==> src/hw/rtl/ple_pkg.sv <==
`timescale 1ns / 1ps

package ple_pkg;

    typedef enum logic [1:0] {
        MODE_TRI   = 2'd0,
        MODE_POINT = 2'd1,
        MODE_LINE  = 2'd2
    } mode_t;

    typedef enum logic [1:0] {
        REC_INDEX = 2'd0,
        REC_COPY  = 2'd1,
        REC_RETAG = 2'd2
    } rec_kind_t;

    localparam int MODE_W = 2;
    localparam int MASK_W = 3;
    localparam int POS_W  = 4;
    localparam int TEX_W  = 4;
    localparam int STEP_W = 4;

    localparam logic [STEP_W-1:0] LAST_STEP = 4'd9;

    localparam logic [MASK_W-1:0] TEX_MASK_POINT = 3'd1;
    localparam logic [MASK_W-1:0] TEX_MASK_LINE  = 3'd3;

    localparam logic [TEX_W-1:0] TEX_OFS_NONE = 4'd0;
    localparam logic [TEX_W-1:0] TEX_OFS_XY   = 4'd7;
    localparam logic [TEX_W-1:0] TEX_OFS_X    = TEX_OFS_XY - 4'd2;
    localparam logic [TEX_W-1:0] TEX_OFS_Y    = TEX_OFS_XY - 4'd1;
    localparam logic [TEX_W-1:0] TEX_OFS_LINE = 4'd8;

    localparam logic [POS_W-1:0] POS_CORNER_LT = 4'd5;
    localparam logic [POS_W-1:0] POS_CORNER_RT = POS_CORNER_LT + 4'd1;
    localparam logic [POS_W-1:0] POS_CORNER_LB = POS_CORNER_LT + 4'd2;
    localparam logic [POS_W-1:0] POS_CORNER_RB = 4'd8;
    localparam logic [POS_W-1:0] POS_DIR_NEG_X = 4'd9;
    localparam logic [POS_W-1:0] POS_DIR_POS_X = POS_DIR_NEG_X + 4'd1;
    localparam logic [POS_W-1:0] POS_DIR_POS_Y = 4'd12;
    localparam logic [POS_W-1:0] POS_DIR_NEG_Y = POS_DIR_POS_Y - 4'd1;

    // queue entry: {mode, t0, t1, a, b, c}
    function automatic int ent_width(input int iw);
        return MODE_W + 2 * POS_W + 3 * iw;
    endfunction

endpackage

==> src/hw/rtl/ple_prim_if.sv <==
`timescale 1ns / 1ps

interface ple_prim_if #(
    parameter int INDEX_WIDTH = 16,
    parameter int COORD_WIDTH = 32
);
    logic                          valid;
    logic                          ready;
    logic [1:0]                    mode;
    logic                          batch_start;
    logic [INDEX_WIDTH-1:0]        new_vertex_base;
    logic [INDEX_WIDTH-1:0]        vert_a;
    logic [INDEX_WIDTH-1:0]        vert_b;
    logic signed [COORD_WIDTH-1:0] first_x;
    logic signed [COORD_WIDTH-1:0] first_y;
    logic signed [COORD_WIDTH-1:0] second_x;
    logic signed [COORD_WIDTH-1:0] second_y;

    modport source (
        output valid, mode, batch_start, new_vertex_base, vert_a, vert_b,
               first_x, first_y, second_x, second_y,
        input  ready
    );

    modport sink (
        input  valid, mode, batch_start, new_vertex_base, vert_a, vert_b,
               first_x, first_y, second_x, second_y,
        output ready
    );
endinterface

==> src/hw/rtl/ple_rec_if.sv <==
`timescale 1ns / 1ps

interface ple_rec_if #(
    parameter int INDEX_WIDTH = 16
);
    logic                   valid;
    logic                   ready;
    logic [1:0]             record_kind;
    logic [INDEX_WIDTH-1:0] vertex_index;
    logic [INDEX_WIDTH-1:0] source_index;
    logic [2:0]             tex_mask_tag;
    logic [3:0]             position_tag;
    logic [3:0]             tex_offset_tag;
    logic                   last;

    modport source (
        output valid, record_kind, vertex_index, source_index, tex_mask_tag,
               position_tag, tex_offset_tag, last,
        input  ready
    );

    modport sink (
        input  valid, record_kind, vertex_index, source_index, tex_mask_tag,
               position_tag, tex_offset_tag, last,
        output ready
    );
endinterface

==> src/hw/rtl/ple_front.sv <==
`timescale 1ns / 1ps

module ple_front
    import ple_pkg::*;
#(
    parameter int INDEX_WIDTH = 16,
    parameter int COORD_WIDTH = 32,
    parameter int ENT_W       = 58
) (
    input  logic             clk,
    input  logic             rst_n,
    ple_prim_if.sink         prim,
    output logic             q_valid,
    input  logic             q_ready,
    output logic [ENT_W-1:0] q_data
);

    logic [INDEX_WIDTH-1:0]      cnt_reg;
    logic [INDEX_WIDTH-1:0]      cnt_next;
    logic [INDEX_WIDTH-1:0]      c_cur;

    logic                        s1_valid_reg;
    logic [MODE_W-1:0]           s1_mode_reg;
    logic [INDEX_WIDTH-1:0]      s1_a_reg;
    logic [INDEX_WIDTH-1:0]      s1_b_reg;
    logic [INDEX_WIDTH-1:0]      s1_c_reg;
    logic signed [COORD_WIDTH:0] s1_dx_reg;
    logic signed [COORD_WIDTH:0] s1_dy_reg;

    logic signed [COORD_WIDTH:0] dx;
    logic signed [COORD_WIDTH:0] dy;
    logic [COORD_WIDTH:0]        abs_dx;
    logic [COORD_WIDTH:0]        abs_dy;
    logic                        horiz;
    logic                        posi;
    logic [POS_W-1:0]            t0;
    logic [POS_W-1:0]            t1;

    logic accept;
    logic s1_drop;
    logic s1_free;

    assign accept  = prim.valid && prim.ready;
    // unused mode code: item retires here without a queue entry
    assign s1_drop = (s1_mode_reg != MODE_TRI) && (s1_mode_reg != MODE_POINT)
                     && (s1_mode_reg != MODE_LINE);
    assign s1_free = !s1_valid_reg || s1_drop || q_ready;
    assign prim.ready = s1_free;
    assign q_valid = s1_valid_reg && !s1_drop;

    assign c_cur = prim.batch_start ? prim.new_vertex_base : cnt_reg;

    always_comb
    begin
        case (mode_t'(prim.mode))
            MODE_POINT: cnt_next = c_cur + INDEX_WIDTH'(3);
            MODE_LINE:  cnt_next = c_cur + INDEX_WIDTH'(2);
            default:    cnt_next = c_cur;
        endcase
    end

    assign dx = {prim.second_x[COORD_WIDTH-1], prim.second_x}
              - {prim.first_x[COORD_WIDTH-1], prim.first_x};
    assign dy = {prim.second_y[COORD_WIDTH-1], prim.second_y}
              - {prim.first_y[COORD_WIDTH-1], prim.first_y};

    always_ff @(posedge clk or negedge rst_n)
    begin
        if (!rst_n)
        begin
            cnt_reg      <= '0;
            s1_valid_reg <= 1'b0;
        end
        else
        begin
            if (accept)
                cnt_reg <= cnt_next;
            if (s1_free)
                s1_valid_reg <= accept;
        end
    end

    always_ff @(posedge clk)
    begin
        if (accept)
        begin
            s1_mode_reg <= prim.mode;
            s1_a_reg    <= prim.vert_a;
            s1_b_reg    <= prim.vert_b;
            s1_c_reg    <= c_cur;
            s1_dx_reg   <= dx;
            s1_dy_reg   <= dy;
        end
    end

    // orientation: tie of magnitudes counts as vertical
    assign abs_dx = s1_dx_reg[COORD_WIDTH] ? $unsigned(-s1_dx_reg) : $unsigned(s1_dx_reg);
    assign abs_dy = s1_dy_reg[COORD_WIDTH] ? $unsigned(-s1_dy_reg) : $unsigned(s1_dy_reg);
    assign horiz  = abs_dx > abs_dy;
    assign posi   = horiz ? (!s1_dx_reg[COORD_WIDTH] && (s1_dx_reg != '0))
                          : (!s1_dy_reg[COORD_WIDTH] && (s1_dy_reg != '0));

    always_comb
    begin
        if (horiz)
        begin
            t0 = posi ? POS_DIR_POS_X : POS_DIR_POS_Y;
            t1 = posi ? POS_DIR_POS_Y : POS_DIR_POS_X;
        end
        else
        begin
            t0 = posi ? POS_DIR_NEG_Y : POS_DIR_NEG_X;
            t1 = posi ? POS_DIR_NEG_X : POS_DIR_NEG_Y;
        end
    end

    assign q_data = {s1_mode_reg, t0, t1, s1_a_reg, s1_b_reg, s1_c_reg};

endmodule

==> src/hw/rtl/ple_queue.sv <==
`timescale 1ns / 1ps

module ple_queue #(
    parameter int WIDTH = 58
) (
    input  logic             clk,
    input  logic             rst_n,
    input  logic             in_valid,
    output logic             in_ready,
    input  logic [WIDTH-1:0] in_data,
    output logic             out_valid,
    input  logic             out_ready,
    output logic [WIDTH-1:0] out_data
);

    localparam logic [1:0] FULL = 2'd2;

    logic [WIDTH-1:0] entry_reg [2];
    logic             wr_ptr_reg;
    logic             rd_ptr_reg;
    logic [1:0]       count_reg;
    logic             push;
    logic             pop;

    assign in_ready  = count_reg != FULL;
    assign out_valid = count_reg != 2'd0;
    assign out_data  = entry_reg[rd_ptr_reg];
    assign push      = in_valid && in_ready;
    assign pop       = out_valid && out_ready;

    always_ff @(posedge clk or negedge rst_n)
    begin
        if (!rst_n)
        begin
            wr_ptr_reg <= 1'b0;
            rd_ptr_reg <= 1'b0;
            count_reg  <= 2'd0;
        end
        else
        begin
            if (push)
                wr_ptr_reg <= !wr_ptr_reg;
            if (pop)
                rd_ptr_reg <= !rd_ptr_reg;
            if (push && !pop)
                count_reg <= count_reg + 2'd1;
            else if (pop && !push)
                count_reg <= count_reg - 2'd1;
        end
    end

    always_ff @(posedge clk)
    begin
        if (push)
            entry_reg[wr_ptr_reg] <= in_data;
    end

endmodule

==> src/hw/rtl/ple_back.sv <==
`timescale 1ns / 1ps

module ple_back
    import ple_pkg::*;
#(
    parameter int INDEX_WIDTH = 16,
    parameter int ENT_W       = 58
) (
    input  logic             clk,
    input  logic             rst_n,
    input  logic             q_valid,
    output logic             q_ready,
    input  logic [ENT_W-1:0] q_data,
    ple_rec_if.source        rec
);

    localparam int IW = INDEX_WIDTH;

    logic                   cur_valid_reg;
    logic [STEP_W-1:0]      step_reg;
    logic [MODE_W-1:0]      cur_mode_reg;
    logic [POS_W-1:0]       cur_t0_reg;
    logic [POS_W-1:0]       cur_t1_reg;
    logic [IW-1:0]          cur_a_reg;
    logic [IW-1:0]          cur_b_reg;
    logic [IW-1:0]          cur_c_reg;

    logic                   out_valid_reg;
    logic [1:0]             out_kind_reg;
    logic [IW-1:0]          out_vidx_reg;
    logic [IW-1:0]          out_src_reg;
    logic [MASK_W-1:0]      out_mask_reg;
    logic [POS_W-1:0]       out_pos_reg;
    logic [TEX_W-1:0]       out_tex_reg;
    logic                   out_last_reg;

    rec_kind_t              r_kind;
    logic [IW-1:0]          r_vidx;
    logic [IW-1:0]          r_src;
    logic [MASK_W-1:0]      r_mask;
    logic [POS_W-1:0]       r_pos;
    logic [TEX_W-1:0]       r_tex;
    logic                   r_last;

    logic [IW-1:0]          c1;
    logic [IW-1:0]          c2;
    logic                   out_free;
    logic                   emit;
    logic                   cur_done;
    logic                   load;

    assign c1 = cur_c_reg + IW'(1);
    assign c2 = cur_c_reg + IW'(2);

    assign out_free = !out_valid_reg || rec.ready;
    assign emit     = cur_valid_reg && out_free;
    assign cur_done = emit && r_last;
    assign q_ready  = !cur_valid_reg || cur_done;
    assign load     = q_valid && q_ready;

    always_comb
    begin
        r_kind = REC_INDEX;
        r_vidx = cur_a_reg;
        r_src  = '0;
        r_mask = '0;
        r_pos  = '0;
        r_tex  = TEX_OFS_NONE;
        r_last = step_reg == LAST_STEP;
        case (mode_t'(cur_mode_reg))
            MODE_POINT:
            begin
                case (step_reg)
                    4'd0:
                    begin
                        r_kind = REC_RETAG;
                        r_mask = TEX_MASK_POINT;
                        r_pos  = POS_CORNER_LT;
                    end
                    4'd1:
                    begin
                        r_kind = REC_COPY;
                        r_vidx = cur_c_reg;
                        r_src  = cur_a_reg;
                        r_mask = TEX_MASK_POINT;
                        r_pos  = POS_CORNER_RT;
                        r_tex  = TEX_OFS_X;
                    end
                    4'd2:
                    begin
                        r_kind = REC_COPY;
                        r_vidx = c1;
                        r_src  = cur_a_reg;
                        r_mask = TEX_MASK_POINT;
                        r_pos  = POS_CORNER_LB;
                        r_tex  = TEX_OFS_Y;
                    end
                    4'd3:
                    begin
                        r_kind = REC_COPY;
                        r_vidx = c2;
                        r_src  = cur_a_reg;
                        r_mask = TEX_MASK_POINT;
                        r_pos  = POS_CORNER_RB;
                        r_tex  = TEX_OFS_XY;
                    end
                    4'd5:    r_vidx = cur_c_reg;
                    4'd6:    r_vidx = c1;
                    4'd7:    r_vidx = c1;
                    4'd8:    r_vidx = cur_c_reg;
                    4'd9:    r_vidx = c2;
                    default: r_vidx = cur_a_reg;
                endcase
            end
            MODE_LINE:
            begin
                case (step_reg)
                    4'd0:
                    begin
                        r_kind = REC_RETAG;
                        r_mask = TEX_MASK_LINE;
                        r_pos  = cur_t0_reg;
                    end
                    4'd1:
                    begin
                        r_kind = REC_RETAG;
                        r_vidx = cur_b_reg;
                        r_mask = TEX_MASK_LINE;
                        r_pos  = cur_t0_reg;
                    end
                    4'd2:
                    begin
                        r_kind = REC_COPY;
                        r_vidx = cur_c_reg;
                        r_src  = cur_a_reg;
                        r_mask = TEX_MASK_LINE;
                        r_pos  = cur_t1_reg;
                        r_tex  = TEX_OFS_LINE;
                    end
                    4'd3:
                    begin
                        r_kind = REC_COPY;
                        r_vidx = c1;
                        r_src  = cur_b_reg;
                        r_mask = TEX_MASK_LINE;
                        r_pos  = cur_t1_reg;
                        r_tex  = TEX_OFS_LINE;
                    end
                    4'd5:    r_vidx = cur_c_reg;
                    4'd6:    r_vidx = c1;
                    4'd7:    r_vidx = c1;
                    4'd8:    r_vidx = cur_b_reg;
                    default: r_vidx = cur_a_reg;
                endcase
            end
            default:
                r_last = 1'b1;
        endcase
    end

    always_ff @(posedge clk or negedge rst_n)
    begin
        if (!rst_n)
        begin
            cur_valid_reg <= 1'b0;
            step_reg      <= '0;
            out_valid_reg <= 1'b0;
        end
        else
        begin
            if (load)
                cur_valid_reg <= 1'b1;
            else if (cur_done)
                cur_valid_reg <= 1'b0;
            if (load)
                step_reg <= '0;
            else if (emit)
                step_reg <= step_reg + STEP_W'(1);
            if (out_free)
                out_valid_reg <= emit;
        end
    end

    always_ff @(posedge clk)
    begin
        if (load)
        begin
            cur_mode_reg <= q_data[ENT_W-1 -: MODE_W];
            cur_t0_reg   <= q_data[3*IW+2*POS_W-1 -: POS_W];
            cur_t1_reg   <= q_data[3*IW+POS_W-1 -: POS_W];
            cur_a_reg    <= q_data[3*IW-1 -: IW];
            cur_b_reg    <= q_data[2*IW-1 -: IW];
            cur_c_reg    <= q_data[IW-1:0];
        end
        if (emit)
        begin
            out_kind_reg <= r_kind;
            out_vidx_reg <= r_vidx;
            out_src_reg  <= r_src;
            out_mask_reg <= r_mask;
            out_pos_reg  <= r_pos;
            out_tex_reg  <= r_tex;
            out_last_reg <= r_last;
        end
    end

    assign rec.valid          = out_valid_reg;
    assign rec.record_kind    = out_kind_reg;
    assign rec.vertex_index   = out_vidx_reg;
    assign rec.source_index   = out_src_reg;
    assign rec.tex_mask_tag   = out_mask_reg;
    assign rec.position_tag   = out_pos_reg;
    assign rec.tex_offset_tag = out_tex_reg;
    assign rec.last           = out_last_reg;

endmodule

==> src/hw/rtl/point_line_to_triangle_expander_core.sv <==
// Channel  Dir  Transaction
// -------  ---  ---------------------------------------------------------
// prim     in   one primitive: triangle index, point or line
// rec      out  one record: index, new vertex copy or retag; last on final
//
// Point and line each give ten records, one per cycle while rec is ready; a
// triangle index gives one. An item goes from the front stage register via
// the queue and the emitter's item registers to the record output register.
// Front (counter, dx/dy, orientation) and back (emitter) meet at a two-entry
// queue; either side can stall while the other runs on until it fills or
// empties. Reset is asynchronous; the new-vertex counter clears to zero.
`timescale 1ns / 1ps

module point_line_to_triangle_expander_core
    import ple_pkg::*;
#(
    parameter int INDEX_WIDTH = 16,
    parameter int COORD_WIDTH = 32
) (
    input  logic      clk,
    input  logic      rst_n,
    ple_prim_if.sink  prim,
    ple_rec_if.source rec
);

    localparam int ENT_W = ent_width(INDEX_WIDTH);

    logic             fq_valid;
    logic             fq_ready;
    logic [ENT_W-1:0] fq_data;
    logic             qb_valid;
    logic             qb_ready;
    logic [ENT_W-1:0] qb_data;

    ple_front #(
        .INDEX_WIDTH (INDEX_WIDTH),
        .COORD_WIDTH (COORD_WIDTH),
        .ENT_W       (ENT_W)
    ) u_front (
        .clk     (clk),
        .rst_n   (rst_n),
        .prim    (prim),
        .q_valid (fq_valid),
        .q_ready (fq_ready),
        .q_data  (fq_data)
    );

    ple_queue #(
        .WIDTH (ENT_W)
    ) u_queue (
        .clk       (clk),
        .rst_n     (rst_n),
        .in_valid  (fq_valid),
        .in_ready  (fq_ready),
        .in_data   (fq_data),
        .out_valid (qb_valid),
        .out_ready (qb_ready),
        .out_data  (qb_data)
    );

    ple_back #(
        .INDEX_WIDTH (INDEX_WIDTH),
        .ENT_W       (ENT_W)
    ) u_back (
        .clk     (clk),
        .rst_n   (rst_n),
        .q_valid (qb_valid),
        .q_ready (qb_ready),
        .q_data  (qb_data),
        .rec     (rec)
    );

endmodule
==> src/flat_wrapper.sv <==
// flat-port wrapper written by rule: the top's interface ports become plain ports
module point_line_to_triangle_expander_core_flat import ple_pkg::*;
#(
    parameter int INDEX_WIDTH = 16,
    parameter int COORD_WIDTH = 32
)
  (clk, rst_n, prim_valid, prim_mode, prim_batch_start, prim_new_vertex_base, prim_vert_a, prim_vert_b, prim_first_x, prim_first_y, prim_second_x, prim_second_y, prim_ready, rec_valid, rec_record_kind, rec_vertex_index, rec_source_index, rec_tex_mask_tag, rec_position_tag, rec_tex_offset_tag, rec_last, rec_ready);
  ple_prim_if #(.INDEX_WIDTH(INDEX_WIDTH), .COORD_WIDTH(COORD_WIDTH)) prim_i ();
  ple_rec_if #(.INDEX_WIDTH(INDEX_WIDTH)) rec_i ();
  input  logic clk;
  input  logic rst_n;
  input wire logic [$bits(prim_i.valid)-1:0] prim_valid;
  input wire logic [$bits(prim_i.mode)-1:0] prim_mode;
  input wire logic [$bits(prim_i.batch_start)-1:0] prim_batch_start;
  input wire logic [$bits(prim_i.new_vertex_base)-1:0] prim_new_vertex_base;
  input wire logic [$bits(prim_i.vert_a)-1:0] prim_vert_a;
  input wire logic [$bits(prim_i.vert_b)-1:0] prim_vert_b;
  input wire logic [$bits(prim_i.first_x)-1:0] prim_first_x;
  input wire logic [$bits(prim_i.first_y)-1:0] prim_first_y;
  input wire logic [$bits(prim_i.second_x)-1:0] prim_second_x;
  input wire logic [$bits(prim_i.second_y)-1:0] prim_second_y;
  output wire logic [$bits(prim_i.ready)-1:0] prim_ready;
  output wire logic [$bits(rec_i.valid)-1:0] rec_valid;
  output wire logic [$bits(rec_i.record_kind)-1:0] rec_record_kind;
  output wire logic [$bits(rec_i.vertex_index)-1:0] rec_vertex_index;
  output wire logic [$bits(rec_i.source_index)-1:0] rec_source_index;
  output wire logic [$bits(rec_i.tex_mask_tag)-1:0] rec_tex_mask_tag;
  output wire logic [$bits(rec_i.position_tag)-1:0] rec_position_tag;
  output wire logic [$bits(rec_i.tex_offset_tag)-1:0] rec_tex_offset_tag;
  output wire logic [$bits(rec_i.last)-1:0] rec_last;
  input wire logic [$bits(rec_i.ready)-1:0] rec_ready;
  assign prim_i.valid = prim_valid;
  assign prim_i.mode = prim_mode;
  assign prim_i.batch_start = prim_batch_start;
  assign prim_i.new_vertex_base = prim_new_vertex_base;
  assign prim_i.vert_a = prim_vert_a;
  assign prim_i.vert_b = prim_vert_b;
  assign prim_i.first_x = prim_first_x;
  assign prim_i.first_y = prim_first_y;
  assign prim_i.second_x = prim_second_x;
  assign prim_i.second_y = prim_second_y;
  assign prim_ready = prim_i.ready;
  assign rec_valid = rec_i.valid;
  assign rec_record_kind = rec_i.record_kind;
  assign rec_vertex_index = rec_i.vertex_index;
  assign rec_source_index = rec_i.source_index;
  assign rec_tex_mask_tag = rec_i.tex_mask_tag;
  assign rec_position_tag = rec_i.position_tag;
  assign rec_tex_offset_tag = rec_i.tex_offset_tag;
  assign rec_last = rec_i.last;
  assign rec_i.ready = rec_ready;
  point_line_to_triangle_expander_core #(.INDEX_WIDTH(INDEX_WIDTH), .COORD_WIDTH(COORD_WIDTH)) u_core (.clk(clk), .rst_n(rst_n), .prim(prim_i), .rec(rec_i));
endmodule
==> config.mk <==
export PLATFORM = sky130hd
export DESIGN_NAME = point_line_to_triangle_expander_core_flat
export DESIGN_NICKNAME = d
export VERILOG_FILES = /design/src/hw/rtl/ple_pkg.sv /design/src/hw/rtl/ple_prim_if.sv /design/src/hw/rtl/ple_rec_if.sv /design/src/hw/rtl/ple_front.sv /design/src/hw/rtl/ple_queue.sv /design/src/hw/rtl/ple_back.sv /design/src/hw/rtl/point_line_to_triangle_expander_core.sv /design/src/flat_wrapper.sv
export SDC_FILE = /design/constraint.sdc
export NUM_CORES = 1
export LEC_CHECK = 0
export BUFFER_PORTS_ARGS = -buffer_cell sky130_fd_sc_hd__buf_2
export CELL_PAD_IN_SITES_DETAIL_PLACEMENT = 1
export CELL_PAD_IN_SITES_GLOBAL_PLACEMENT = 2
export CORE_UTILIZATION = 30
export DETAILED_ROUTE_END_ITERATION = 16
export GPL_ROUTABILITY_DRIVEN = 0
export PLACE_DENSITY_LB_ADDON = 0.1
export SETUP_SLACK_MARGIN = 0.2
export SYNTH_ARGS = -nofsm -noshare
export SYNTH_HDL_FRONTEND = slang
export SYNTH_SLANG_ARGS = --single-unit
==> constraint.sdc <==
create_clock -name clk -period 5.9 [get_ports clk]
set_clock_uncertainty 0.15 [all_clocks]
set_input_delay 0.885 -clock clk [delete_from_list [all_inputs] [get_ports clk]]
set_output_delay 0.885 -clock clk [all_outputs]
set_load 0.05 [all_outputs]
## After elaboration in Yosys (flattened, before gate mapping)

Memory sizes are Yosys's and may differ from the RTL's. A register that Yosys moved wholly into a read port is not among the register bits.
Cells that the tools add are included.

- Register bits after elaboration: 197
- Bits in latches: 0
- Bits in writable memories: 112
- Memory bits (read-only): 0
- Bits of input ports: 183
- Output and inout bits: 48
- Memories: 1

- $add $sub $neg: 11
- $mul: 0
- Div/mod/pow operators: 0
- $lt $le $gt $ge: 1
- Equality and inequality tests: 15
- Shift operators: 0
- Mux-type cells: 38
- Bitwise logic cells: 0
- Reduce and logical (&&, ||, !) cells: 45

Memories:

| name | words | width | rd ports | clocked after Yosys merged registers in | write ports | RTL line | RTL |
|---|---|---|---|---|---|---|---|
| u_core.u_queue.entry_reg | 2 | 56 | 1 | 1 | 1 | ple_queue.sv:18 | `logic [WIDTH-1:0] entry_reg [2];` |

Operator list:

| operator | number |
|---|---|
| 16-bit case mux with 2 select lines | 4 |
| 16-bit case mux with 3 select lines | 2 |
| 33-bit 2-to-1 mux | 2 |
| 33-bit negator | 2 |
| 33-bit nonzero test | 2 |
| 32-bit by 32-bit subtractor with 33-bit output | 2 |
| 16-bit by 2-bit adder with 16-bit output, second input constant | 3 |
| 33-bit > comparator | 1 |
| 16-bit 2-to-1 mux | 2 |
| 4-bit case mux with 2 select lines | 3 |
| 16-bit by 1-bit adder with 16-bit output, second input constant | 1 |
| 2-bit case mux with 2 select lines | 4 |
| 4-bit case mux with 4 select lines | 1 |
| 4-bit by 3-bit equality test with 1-bit output, second input constant | 3 |
| 1-bit logical AND | 12 |
| 3-bit 2-to-1 mux | 4 |
| 4-bit 2-to-1 mux | 3 |
| 2-bit OR reduction | 6 |
| 3-bit OR reduction | 4 |
| 1-bit zero test | 10 |
| 2-bit 2-to-1 mux | 5 |
| 2-bit nonzero test | 5 |
| 3-bit case mux with 3 select lines | 1 |
| 4-bit by 2-bit equality test with 1-bit output, second input constant | 2 |
| 13 further kinds | 26 |

## Logic depth before layout (Yosys ltp)

- Depth in word-level cells: 10
- Mapped depth: 17

## Cells and area by module

Synthesis repeated with hierarchy kept, for this count alone.

- Cells, all modules: 1892
- Area, all modules: 21172.8 um^2

By module, submodules not included:

| module | instances | cells an instance | area an instance (um^2) | sequential area each (um^2) |
|---|---|---|---|---|
| ple_front | 1 | 1226 | 11121.9 | 3908.7 |
| ple_back | 1 | 467 | 5625.4 | 3243.1 |
| ple_queue | 1 | 199 | 4425.5 | 3583.4 |

## Worst setup path before layout

No wires, ideal clock.

- Kind: reg2reg
- Start point: register u_core.u_front.s1_dy_reg[16]
- End point: memory u_core.u_queue.entry_reg[0][52] (netlist name), data pin
- Setup time: 262 ps
- Data arrival time: 4386 ps
- Required time: 5488 ps
- Slack: 1102 ps
- Cell stages (with the launch flop): 16
- Buffers on the path: 0
- Cell sequence: edfxtp_1 > or4_4 > or3_4 > or3_4 > or4_4 > or3_4 > o31ai_4 > xor2_1 > ha_1 > a21oi_1 > o22ai_1 > o21ai_0 > a21oi_1 > a2111oi_0 > a22o_1 > mux2_2

- Longest elaborated chain between the ends: 6

Ends and longest elaborated chain:

| element | RTL line | RTL |
|---|---|---|
| start, declared | ple_front.sv:28 | `logic signed [COORD_WIDTH:0] s1_dy_reg;` |
| start signal, assigned | ple_front.sv:92 | `s1_dy_reg <= dy;` |
| 33-bit negator | ple_front.sv:98 | `assign abs_dy = s1_dy_reg[COORD_WIDTH] ? $unsigned(-s1_dy_reg) : $unsigned(s1_dy_reg);` |
| 33-bit 2-to-1 mux | ple_front.sv:98 |  |
| 33-bit > comparator | ple_front.sv:99 | `assign horiz = abs_dx > abs_dy;` |
| 1-bit 2-to-1 mux | ple_front.sv:100 | `assign posi = horiz ? (!s1_dx_reg[COORD_WIDTH] && (s1_dx_reg != '0))` |
| 2-bit 2-to-1 mux or 3-bit 2-to-1 mux (tied branches) | ple_front.sv:112, ple_front.sv:107 |  |
| 3-bit 2-to-1 mux * | ple_front.sv:105 | `if (horiz)` |
| via u_core.fq_data[53] | point_line_to_triangle_expander_core.sv:30 | `logic [ENT_W-1:0] fq_data;` |
| end, declared | ple_queue.sv:18 |  |

The timed path passes the listed nets; every way through them passes the cells marked *.

## Worst setup path after layout

- Start point: register u_core.u_front.s1_dy_reg[8]
- End point: memory u_core.u_queue.entry_reg[1][52] (netlist name), data pin

The elaborated chain is that of the path after synthesis.

==> run metrics <==
Max Fanout on Critical Path 6; Yosys top cell by area edfxtp_1; Worst Tran Pin Value about 1.1 ns; VDD IR max between 150 and 200 uV; CP endpoint kind flip-flop; register area share after synthesis roughly 52%; synth warn 0; fraction of layout cells with a size suffix above 1 roughly a fifth; Final Hold Fails 0; vias in the first global route approximately 15k; remaining global-route overflow 0; CTS-repair resized insts 0; Net Count, Synth ~2.1k; H-tree levels 2; worst skew pair latency 0.56 ns; Async SR Flop Fraction ~7.6%; run status finished, final reports clean; die extent in x around 260 um; iteration-0 DRC count of the detailed router roughly 670; Period Utilization, post-route between 80% and 90%; Crit Path Class reg2reg; first-pass GRT wire length about 88 mm; post-synthesis instance total approximately 1.8k; min cycle time layout between 5 and 6 ns; Worst Setup Start Kind flip-flop; Detail Route Antenna Nets 0; final setup vio count 0; initial antenna violation count 1; nets around 2.3k; vias 14.64k; Post-synth EDFFs between 300 and 400; Seq cells post-synth about 350; flop2flop setup slack ~0.66 ns; worst path bufs/invs 0; CTS tree built; CTS Sinks around 350; DRC viols 0; Root Buffer clkbuf_16; cts bufs inserted 42; drt pass-1 iters 7; RSZ-0062 raised after global routing no; DIE HEIGHT roughly 260 um; register area between 10000 and 15000 um^2; GRT Overall Usage between 10% and 20%; Reg2Reg Depth 14; average vias per placed instance a little over 5; dpl hpwl 42.33 mm; clock-pin slew on the worst setup and hold paths roughly 0.06 ns; power per cell area roughly 470 nW/um^2; Max Root-Sink Buffers 3; slowest CP cell or4_1; Post-Syn Area ~20000 um^2; max_slew headroom a little over a quarter; critical path data arrival time roughly 5.4 ns; number of buffers added on ports around 230; post-synthesis cell type count between 70 and 80; CORE AREA roughly 66000 um^2; crit-path max cell delay 0.58 ns; max-slew violation count 0; CTS Hold Buffers Added 0; RR Endpoint u_core.u_queue.entry_reg[1][52]$_DFFE_PP_; ys flop type edfxtp_1; CP dominant cell by count or3_1; family with the most delay on the worst path simple AND/OR/NAND/NOR gates; total wire length roughly 56 mm; fmax between 150 and 200 MHz; largest net degree at the start of global routing approximately 110; worst hold-check path type in2async; Fillers roughly 7.4k; Max Cap Violations 0; Avg WL per Cell 19.16 um; LEAKAGE 9.189 nW; RR Startpoint u_core.u_front.s1_dy_reg[8]$_DFFE_PP_; area occupied by multi-input gates 8836 um^2; share of the synthesized area in the top cell type between 40 and 50%; # rows 94; Layout area overhead 17.08%; antenna diode count 0; Hold WS around 0.24 ns; Initial Util a little under a third; Critical Path RT 6.05 ns; postcts setup bufs 0; max reg flops 110; area of the die about 68000 um^2; Mean Syn Cell Area between 10 and 15 um^2; Fin Setup TNS 0 ns; worst path cell trace or4_1 > or3_1 > or3_1 > or4_4 > o41ai_1 > xor2_1 > ha_1 > nand3_1 > o22ai_1 > o21ai_0 > a21oi_1 > a2111oi_0 > a22o_1 > mux2_2; dominant cells by area after synthesis edfxtp_1, ha_1, mux2_2; I/O pin count around 230
==> cells in the final DEF, fill, tap and decap left out, types with 12 or more instances in the layout <==
master     Yosys  final
o31ai_1       27     27
nand2_1      131    131
edfxtp_1     326    326
nand2b_1      17     17
nand3_1       37     37
clkbuf_16      0     43
o21ai_0      114    114
dfrtp_1       27     26
mux2i_1       12     12
a21o_1        50     50
inv_1        116    114
nand4_1       12     12
nor2b_1       21     21
xor2_1        49     49
ha_1         113    113
nor2_1       109    108
a22o_1        18     18
mux2_2        62     62
or2_2         12     12
a21oi_1      121    120
a211oi_1      15     15
buf_2          0    229
nor3_1        36     36
and3_1        17     17
xnor2_1       75     75
a221oi_1      13     13
==> final cells by class <==
cell class                      count  share of cell area [%]
Clock buffer                       54                   4.823
Clock inverter                     21                  0.8617
Inverter                          116                   1.873
Multi-Input combinational cell   1261                   37.80
Sequential cell                   353                   44.77
Tap cell                          864                   4.625
Timing Repair Buffer              238                   5.245
==> cells in the mapped netlist, types with 36 or more instances <==
master / n
edfxtp_1: 326
a21oi_1: 121
clkbuf_1: 59
nor2_1: 109
nand3_1: 37
nand2_1: 131
xor2_1: 49
nor3_1: 36
o21ai_0: 114
ha_1: 113
a21o_1: 50
mux2_2: 62
inv_1: 116
xnor2_1: 75
==> cells by family after synthesis <==
| kind of cell | Yosys count | share of synthesized area (%) |
|---|---|---|
| flops | 353 | 52.41 |
| simple gates | 459 | 11.32 |
| mux | 74 | 4.098 |
| compound gates | 488 | 16.03 |
| buf+inv | 180 | 3.403 |
| xor+xnor | 124 | 5.439 |
| fa+ha+maj | 115 | 7.282 |
| other cells | 1 | 0.01878 |
==> power breakdown <==
part | total (mW) | internal [mW] | switching [mW]
sequential | 4.41 | 3.82 | 0.584
clock | 2.49 | 1.45 | 1.04
combinational | 4.04 | 1.36 | 2.68
==> worst reg2reg max path, cell delays in order (launching register included) <==
cell       delay [ns]
edfxtp_1         0.44
or4_1            0.58
or3_1            0.38
or3_1            0.47
or4_4            0.50
o41ai_1          0.40
xor2_1           0.20
ha_1             0.25
nand3_1          0.11
o22ai_1          0.09
o21ai_0          0.16
a21oi_1          0.09
a2111oi_0        0.45
a22o_1           0.35
mux2_2           0.38
==> through the flow <==
| step | util, % | cell area, um^2 | setup slack (ns) | cells | power [mW] |
|---|---|---|---|---|---|
| floorplan | - | 19970 | 1.102 | 1794 | 7.124 |
| global placement | 33.47 | 22050 | 0.8075 | 2832 | 8.501 |
| detailed placement | 33.47 | 22050 | 0.6549 | 2832 | 8.561 |
| CTS | 35.49 | 23380 | 0.6635 | 2907 | 11.11 |
| global route | 35.49 | 23380 | 0.2640 | 2907 | 11.62 |
| finish | 35.49 | 23380 | 0.6561 | 2907 | 10.93 |
==> worst max path at each step <==
stage / start / to / slack, ns / cells past startpoint
3_3_place_gp: u_core.u_front.s1_dy_reg[16]$_DFFE_PP_ / u_core.u_queue.entry_reg[0][52]$_DFFE_PP_ / 0.81 / 15
2_1_floorplan: u_core.u_front.s1_dy_reg[16]$_DFFE_PP_ / u_core.u_queue.entry_reg[0][52]$_DFFE_PP_ / 1.10 / 15
5_1_grt: u_core.u_front.s1_dy_reg[8]$_DFFE_PP_ / u_core.u_queue.entry_reg[1][52]$_DFFE_PP_ / 0.26 / 14
6_report: u_core.u_front.s1_dy_reg[8]$_DFFE_PP_ / u_core.u_queue.entry_reg[1][52]$_DFFE_PP_ / 0.66 / 14
4_1_cts: u_core.u_front.s1_dy_reg[8]$_DFFE_PP_ / u_core.u_queue.entry_reg[1][52]$_DFFE_PP_ / 0.66 / 14
3_5_place_dp: u_core.u_front.s1_dy_reg[8]$_DFFE_PP_ / u_core.u_queue.entry_reg[1][52]$_DFFE_PP_ / 0.65 / 14
==> routing by layer <==
metal / vias up / GRT usage (%) / share of wire (%)
li1: 7159 / - / -
met1: 7178 / 20.01 / 43
met4: 0 / 5.327 / 2.7
met5: - / 0 / 0
met2: 227 / 30.19 / 52
met3: 73 / 2.115 / 2.7
No activity file was read; power rests on OpenSTA's default activity.
